$ cat src/hdl/bbcm_ram.sv
// Generic single-port-write, single-port-read RAM with registered read data.
`timescale 1ns / 1ps
module bbcm_ram #(
  parameter int unsigned Width = 8,
  parameter int unsigned Depth = 16
) (
  input  logic                     clk_i,
  input  logic                     we_i,
  input  logic [$clog2(Depth)-1:0] waddr_i,
  input  logic [Width-1:0]         wdata_i,
  input  logic [$clog2(Depth)-1:0] raddr_i,
  output logic [Width-1:0]         rdata_o
);
  logic [Width-1:0] mem_q [Depth];

  always_ff @(posedge clk_i) begin
    if (we_i) begin
      mem_q[waddr_i] <= wdata_i;
    end
    rdata_o <= mem_q[raddr_i];
  end
endmodule

$ cat config.mk
export PLATFORM = sky130hd
export DESIGN_NAME = bbcm_ram
export DESIGN_NICKNAME = d
export VERILOG_FILES = /design/src/hdl/bbcm_ram.sv
export SDC_FILE = /design/constraint.sdc
export NUM_CORES = 1
export LEC_CHECK = 0
export ABC_CLOCK_PERIOD_IN_PS = 2170
export BUFFER_PORTS_ARGS = -buffer_cell sky130_fd_sc_hd__buf_2
export CORE_UTILIZATION = 40
export DETAILED_ROUTE_END_ITERATION = 10
export MAX_ROUTING_LAYER = met4
export SLEW_MARGIN = 20
export SYNTH_ARGS = -nofsm -noshare
export SYNTH_HDL_FRONTEND = slang
export SYNTH_SLANG_ARGS = --single-unit
$ cat constraint.sdc
create_clock -name clk_i -period 2.17 [get_ports clk_i]
set_input_delay 0.434 -clock clk_i [delete_from_list [all_inputs] [get_ports clk_i]]
set_output_delay 0.434 -clock clk_i [all_outputs]
set_load 0.02 [all_outputs]
# [Yosys cells after proc, flatten, opt, wreduce, memory -nomap -nowiden]
# Memories as Yosys holds them, arrays and structs flattened. A register that Yosys moved wholly into a read port is not among the register bits.
# Cells that the tools add are included.
# W data, S select, Z words.
[totals] regBits=0 ram_bits=128 output_inout_bits=8 memories=1
[mem_list] name="mem_q" depth=16 word_bits=8 rd=1 rd_clocked_by_memory_dff=1 wr=1 line="14" source="logic [Width-1:0] mem_q [Depth];"
[op_classes] n_mux=2
[op_table] op="$mux W1" count=2

# [Longest topological paths before layout]
# Gate-level depths: netlist of the first run.
[logic_depth] ltp_word=2 ltp_mapped=5 ltp_nobuf=3

# [Least setup slack after synthesis of the first run]
# OpenSTA, ideal clock, no wires.
[synth_timing] path_type="input -> register" from="in waddr_i[2]" to="mem mem_q[0][0] (enable)" setup_ps=383 arrival_time_ps=1544 required_ps=1787 setup_slack_ps=243 path_stages=2 n_path_buf=0 path_cell_list="or3b_2 -> nor3_1"
[synth_rtl] element="from (decl)" line="9" source="input logic [$clog2(Depth)-1:0] waddr_i,"
[synth_rtl] element="to (decl)" line="14"
# Straight into the memory's write port.

==> results.md, run 1 <==
- Run status: complete, no violations
- Most common cell after layout, fill and taps aside: edfxtp_1
- Switching pwr: 1.20 mW
- Gr busiest metal: met2
- First-pass GRT wire length: 14.6 mm
- Starting DRT DRC Count: 165
- Starting density of the core: 41.0%
- TritonCTS clock tree: done
- Clk_skew: 0.00567 ns
- Final setup vio count: 0
- N_diodes: 0
- Syn_nets: 247
- Crit end category: flip-flop
- Worst EP arrival: 1.83 ns
- Boundary Pins: 26
- PD cells: 1010 nW/um^2
- Average size of a mapped cell: 22.5 um^2
- Overflow after GRT: 0
- RSZ-0062 raised after global routing: no
- DIE AREA: 13300 um^2
- Most frequent cells in the layout: 128 x edfxtp_1, 25 x buf_2, 18 x mux4_2, 18 x buf_4, 17 x clkbuf_16
- Htree depth: 4
- Power share of the combinational group: 4.6%
- Slew Limit Fails: 0
- Row count: 41
- Core Box Area: 12600 um^2
- # hold bufs at CTS: 0
- HPWL after DPL: 5.96 mm
- DIE HEIGHT: 115 um
- Grt met2 use: 25.1%
- GRT Resource Usage Total: 16.7%
- Wire length per cell: 20.2 um
- CP startpoint kind: input port
- P_leak: 2.12 nW
- Vias per std cell: 5.10
- Clock buffer depth: 2
- Maximum vdd drop: 0.592 mV
- Final WL: 9.46 mm
- CTS Sinks: 136
- Fin crit share: 71.1%
- Die W: 115 um
- GP Congestion: 0.753
- P_int: 5.13 mW
- Warning count from the yosys run: 0
- Kind of critical path: input port to flip-flop
- Synth top area share: 74.7%
- Slew headroom: 71.5%
- Root Driver: clkbuf_16
- Synthesized area: 5150 um^2
- Worst Path Max Fanout: 17
- Fmax: 648 MHz
- Fin. Hold Viols: 0
- Met1 Use GR: 21.3%
- Hold Path Depth: 1
- Hold Crit Class: input port to flip-flop
- Placed cell count: 437
- Nets: 302
- Clk Latency, worst-skew pair: 0.41 ns
- Total negative slack: 0 ns
- Post-route insts no fill: 469
- Cells after Synth: 229
- Cts repair resizes: 0
- Largest net degree at the start of global routing: 33
- Initial antenna violation count: 0
- DR vias: 2393
- DRC: 0
- Flop pwr share: 46.7%
- Tightest Pin Transition: 0.427 ns
- Drt first pass iters: 4
- PortBufs: 25
- Detail Route Antenna Nets: 0
- Area Growth Syn to Fin: 21.3%
- Setup bufs post-CTS: 0
- Vias in the first global route: 2464
- Num CTS Buffers: 17
- Share of layout cells above drive strength 1: 32.0%
- Yosys cell types: 19
- Clock power frac: 48.7%
- R2R depth: 3
- FF+latch count, synth: 136
- Ranking of synthesized cells by area: edfxtp_1 75%, mux4_2 7.9%, mux4_1 7.1%, dfxtp_1 3.1%, a22oi_1 2.3%
- FF-to-FF setup slack: 0.71 ns
- Area leader, netlist: edfxtp_1
- CTS clk-pin slew, worst paths: 0.06 ns
- Sw Share: 19.0%
- Grt met3 use: 3.61%
- Worst Path Required: 2.46 ns
- Max cap viols: 0
- Tmin final: 1.54 ns
- Post-synthesis sequential area ratio: 77.8%
-- registers in the layout, summed over array words and instances, names as in the netlist --
signal and count:
rdata_o 8, mem_q 128
-- per-stage QoR --
stage | setup slack, ns | instance area (um^2) | utilization, % | hold slack, ns | total power, mW
floorplan | 0.243 | 5150 | - | 0.533 | 3.17
CTS | 0.622 | 6240 | 49.7 | 0.405 | 6.39
detailed placement | 0.187 | 5600 | 44.5 | 0.661 | 3.31
global route | 0.592 | 6240 | 49.7 | 0.417 | 6.53
finish | 0.627 | 6240 | 49.7 | 0.410 | 6.33
global placement | 0.214 | 5600 | 44.5 | 0.657 | 3.30
-- metal layers --
metal  part of all wire, %  wire (um)
met4                   2.0        189
met5                     0          0
met3                   3.6        336
met2                    49       4660
met1                    45       4280
-- worst paths after layout --
check | startpoint | endpoint
setup / recovery | raddr_i[0] | rdata_o[1]$_DFF_P_
hold / removal | wdata_i[2] | mem_q[5][2]$_DFFE_PP_
setup reg to reg | mem_q[1][1]$_DFFE_PP_ | rdata_o[1]$_DFF_P_
hold reg to reg | mem_q[12][0]$_DFFE_PP_ | rdata_o[0]$_DFF_P_
-- synthesized netlist by cell type --
library cell,instances
mux4_2,18
dfxtp_1,8
and2_1,1
buf_6,3
edfxtp_1,128
a22oi_1,16
nor2b_1,1
buf_2,3
nand3b_1,2
nand3_1,1
and2b_1,1
nor3_1,4
nand2_1,9
nand2b_1,2
buf_4,1
nor2_1,13
mux4_1,14
clkdlybuf4s25_2,3
or3b_2,1
-- cells by family (layout without fill, tap and decap cells) --
logic type      Yosys count  count (layout)  share of synthesized area [%]
compound gates           16              16                           2.33
buf+inv                  10              78                           1.68
flops                   136             136                           77.8
mux                      32              32                           15.0
simple gates             35              35                           3.18
-- final cells by class --
cell class / instances / area, um^2
well taps: 172 / 215
fillers: 1025 / 6330
clock buffers: 20 / 447
flip-flops and latches: 136 / 4000
clock inverters: 12 / 199
repair buffers: 46 / 320
multi-input cells: 83 / 1060
-- critical path, stage by stage --
cell,delay (ns)
buf_2,0.16
buf_12,0.20
mux4_1,0.56
a22oi_1,0.37
nand2_1,0.10
-- power by group through the flow --
stage,Combinational [mW],Sequential [mW],Clock (mW)
final,0.292,2.95,3.08
after global routing,0.320,2.96,3.25
after CTS,0.301,2.95,3.13
after detailed placement,0.300,3.01,0
after global placement,0.293,3.01,0
after floorplan,0.149,3.03,0
No activity file was read; power rests on OpenSTA's default activity.
==> run 2: changes to the inputs <==
ABC_CLOCK_PERIOD_IN_PS = 1390   (was 2170)
clock period = 1.39 ns   (was 2.17 ns; I/O delays follow)
==> run 2 against run 1 <==
The flow now finishes with violations (DRC). Largest cell class unchanged. Register-to-register slack got worse by 0.66 ns. Largest power group is now registers. Critical endpoint is now rdata_o[7]$_DFF_P_. Hold slack got worse by 0.16 ns. Clock skew increased by 0.0018 ns. Via count increased by 2.6%. Die area unchanged. Count of clock-buffer cells in the layout increased by 4. First-iteration DRC count increased by 18%. Worst setup slack got worse by 0.58 ns. Critical path depth decreased by 1.
==> results.md, run 2 (synthesis gave the netlist of run 1 again) <==
- R2r startpoint: mem_q[3][7]$_DFFE_PP_ (was mem_q[1][1]$_DFFE_PP_)
- Failing checks: DRC
- Htree depth: 4 (unchanged)
- Slew headroom: 40.3% (was 71.5%)
- Hold_sp: wdata_i[1] (was wdata_i[2])
- DR vias: 2455 (was 2393)
- Num CTS Buffers: 17 (unchanged)
- Root Driver: clkbuf_16 (unchanged)
- Die W: 115 um (unchanged)
- # hold bufs at CTS: 0 (unchanged)
- Overflow after GRT: 0 (unchanged)
- Final WL: 10.0 mm (was 9.46 mm)
- N_diodes: 0 (unchanged)
- Final setup vio count: 0 (unchanged)
- Largest net degree at the start of global routing: 19 (was 33)
- Crit end category: flip-flop (unchanged)
- Largest register FFs: 128 (unchanged)
- Nets: 323 (was 302)
- Max cap viols: 0 (unchanged)
- Starting DRT DRC Count: 195 (was 165)
- Fin. Hold Viols: 0 (unchanged)
- Worst Path Max Fanout: 1 (was 17)
- GRT Resource Usage Total: 17.5% (was 16.7%)
- Critical Path Source: mem_q[3][7]$_DFFE_PP_ (was raddr_i[0])
- HPWL after DPL: 6.84 mm (was 5.96 mm)
- Share of layout cells above drive strength 1: 39.3% (was 32.0%)
- Fmax: 746 MHz
- TritonCTS clock tree: done (unchanged)
- PortBufs: 25 (unchanged)
- CP startpoint kind: flip-flop (was input port)
- RSZ-0062 raised after global routing: no (unchanged)
- Hold slack: 0.250 ns (was 0.410 ns)
- Core Box Area: 12600 um^2 (unchanged)
- CTS clk-pin slew, worst paths: 0.05 ns (was 0.06 ns)
- Clk Latency, worst-skew pair: 0.41 ns (about the same)
- Maximum vdd drop: 0.814 mV (was 0.592 mV)
- Finished Core Util: 51.4% (was 49.7%)
- Boundary Pins: 26 (unchanged)
- Fin crit share: 96.4%
- Clk_skew: 0.00749 ns (was 0.00567 ns)
- Worst EP arrival: 1.64 ns (was 1.83 ns)
- Wire length per cell: 20.4 um (was 20.2 um)
- Tightest Pin Transition: 0.892 ns (was 0.427 ns)
- DRC: 2 (was 0)
- P_leak: 2.24 nW (was 2.12 nW)
- GP Congestion: 0.706 (was 0.753)
- DIE AREA: 13300 um^2 (unchanged)
- Row count: 41 (unchanged)
- PD cells: 1500 nW/um^2 (was 1010 nW/um^2)
- Detail Route Antenna Nets: 0 (unchanged)
- Starting density of the core: 41.0% (unchanged)
- Kind of critical path: flip-flop to flip-flop (was input port to flip-flop)
- Area Growth Syn to Fin: 25.4% (was 21.3%)
- Hold Crit Class: input port to flip-flop (unchanged)
- Vias in the first global route: 2584 (was 2464)
- Most common cell after layout, fill and taps aside: edfxtp_1 (unchanged)
- Vias per std cell: 5.01 (was 5.10)
- Worst Path Required: 1.69 ns (was 2.46 ns)
- Setup bufs post-CTS: 0 (unchanged)
- Tmin final: 1.34 ns
- DIE HEIGHT: 115 um (unchanged)
- Most frequent cells in the layout: 128 x edfxtp_1, 36 x buf_4, 25 x buf_2, 18 x mux4_2, 17 x clkbuf_16 (was 128 x edfxtp_1, 25 x buf_2, 18 x mux4_2, 18 x buf_4, 17 x clkbuf_16)
- Biggest registers after layout: mem_q: 128 flops, rdata_o: 8 flops (unchanged)
- First-pass GRT wire length: 15.2 mm (was 14.6 mm)
- Run status: finished, violations left (was complete, no violations)
- Slew Limit Fails: 0 (unchanged)
- Drt first pass iters: 8 (was 4)
- Initial antenna violation count: 0 (unchanged)
- CTS Sinks: 136 (unchanged)
- Biggest register: mem_q (unchanged)
- Clock buffer depth: 2 (unchanged)
## run 2: cell types whose count changed in the layout (fill, tap and decap cells not counted), sizes merged
cell,change
buf,+21
bufinv,-2
clkbuf,+4
clkinv,+1
clkinvlp,-2
inv,-1
## run 2: path summary, 6_finish.rpt
kind	endpoint	slack [ns]	cells past startpoint
worst max-delay path	rdata_o[7]$_DFF_P_	0.05	4
worst min-delay path	mem_q[6][1]$_DFFE_PP_	0.25	1
worst max register to register	rdata_o[7]$_DFF_P_	0.05	4
worst min register to register	rdata_o[7]$_DFF_P_	0.67	3
## run 2: per-layer routing
metal	wire, um	GRT usage (%)	up-vias
met2	4970	27.1	54
met3	358	4.60	11
met4	119	7.27	0
li1	-	-	1127
met5	0	-	-
met1	4550	22.0	1263
## run 2: area by class of cell
| type | instances | area, um^2 |
|---|---|---|
| clock inverter | 8 | 120 |
| timing repair buffer | 67 | 515 |
| multi-input combinational | 83 | 1110 |
| sequential | 136 | 4000 |
| fill | 997 | 6110 |
| tap | 172 | 215 |
| clock buffer | 24 | 492 |
## run 2: stage by stage
stage	setup TNS, ns	cells	setup slack, ns	total power [mW]	cell area [um^2]
global placement	-6.11	458	-0.292	5.21	5830
CTS	0	490	0.0227	9.73	6440
detailed placement	-6.89	458	-0.320	5.22	5830
floorplan	-0.157	229	-0.0245	4.96	5190
finish	0	490	0.0502	9.66	6450
global route	0	490	0.00340	9.94	6450
## run 2: critical path, stage by stage, from the launching register on
cell and delay [ns]:
edfxtp_1 0.36, mux4_2 0.48, a22oi_2 0.19, buf_4 0.15, nand2_1 0.04
## run 2: timing repair
item / CTS / global route
setup endpoints to repair: 1 / 3
resized for setup: 1 / 2
pin swaps: 0 / 1
## run 2: power breakdown
| part | switching, mW | internal (mW) |
|---|---|---|
| Sequential | 0.0283 | 4.59 |
| Combinational | 0.286 | 0.232 |
| Clock | 1.53 | 3.00 |
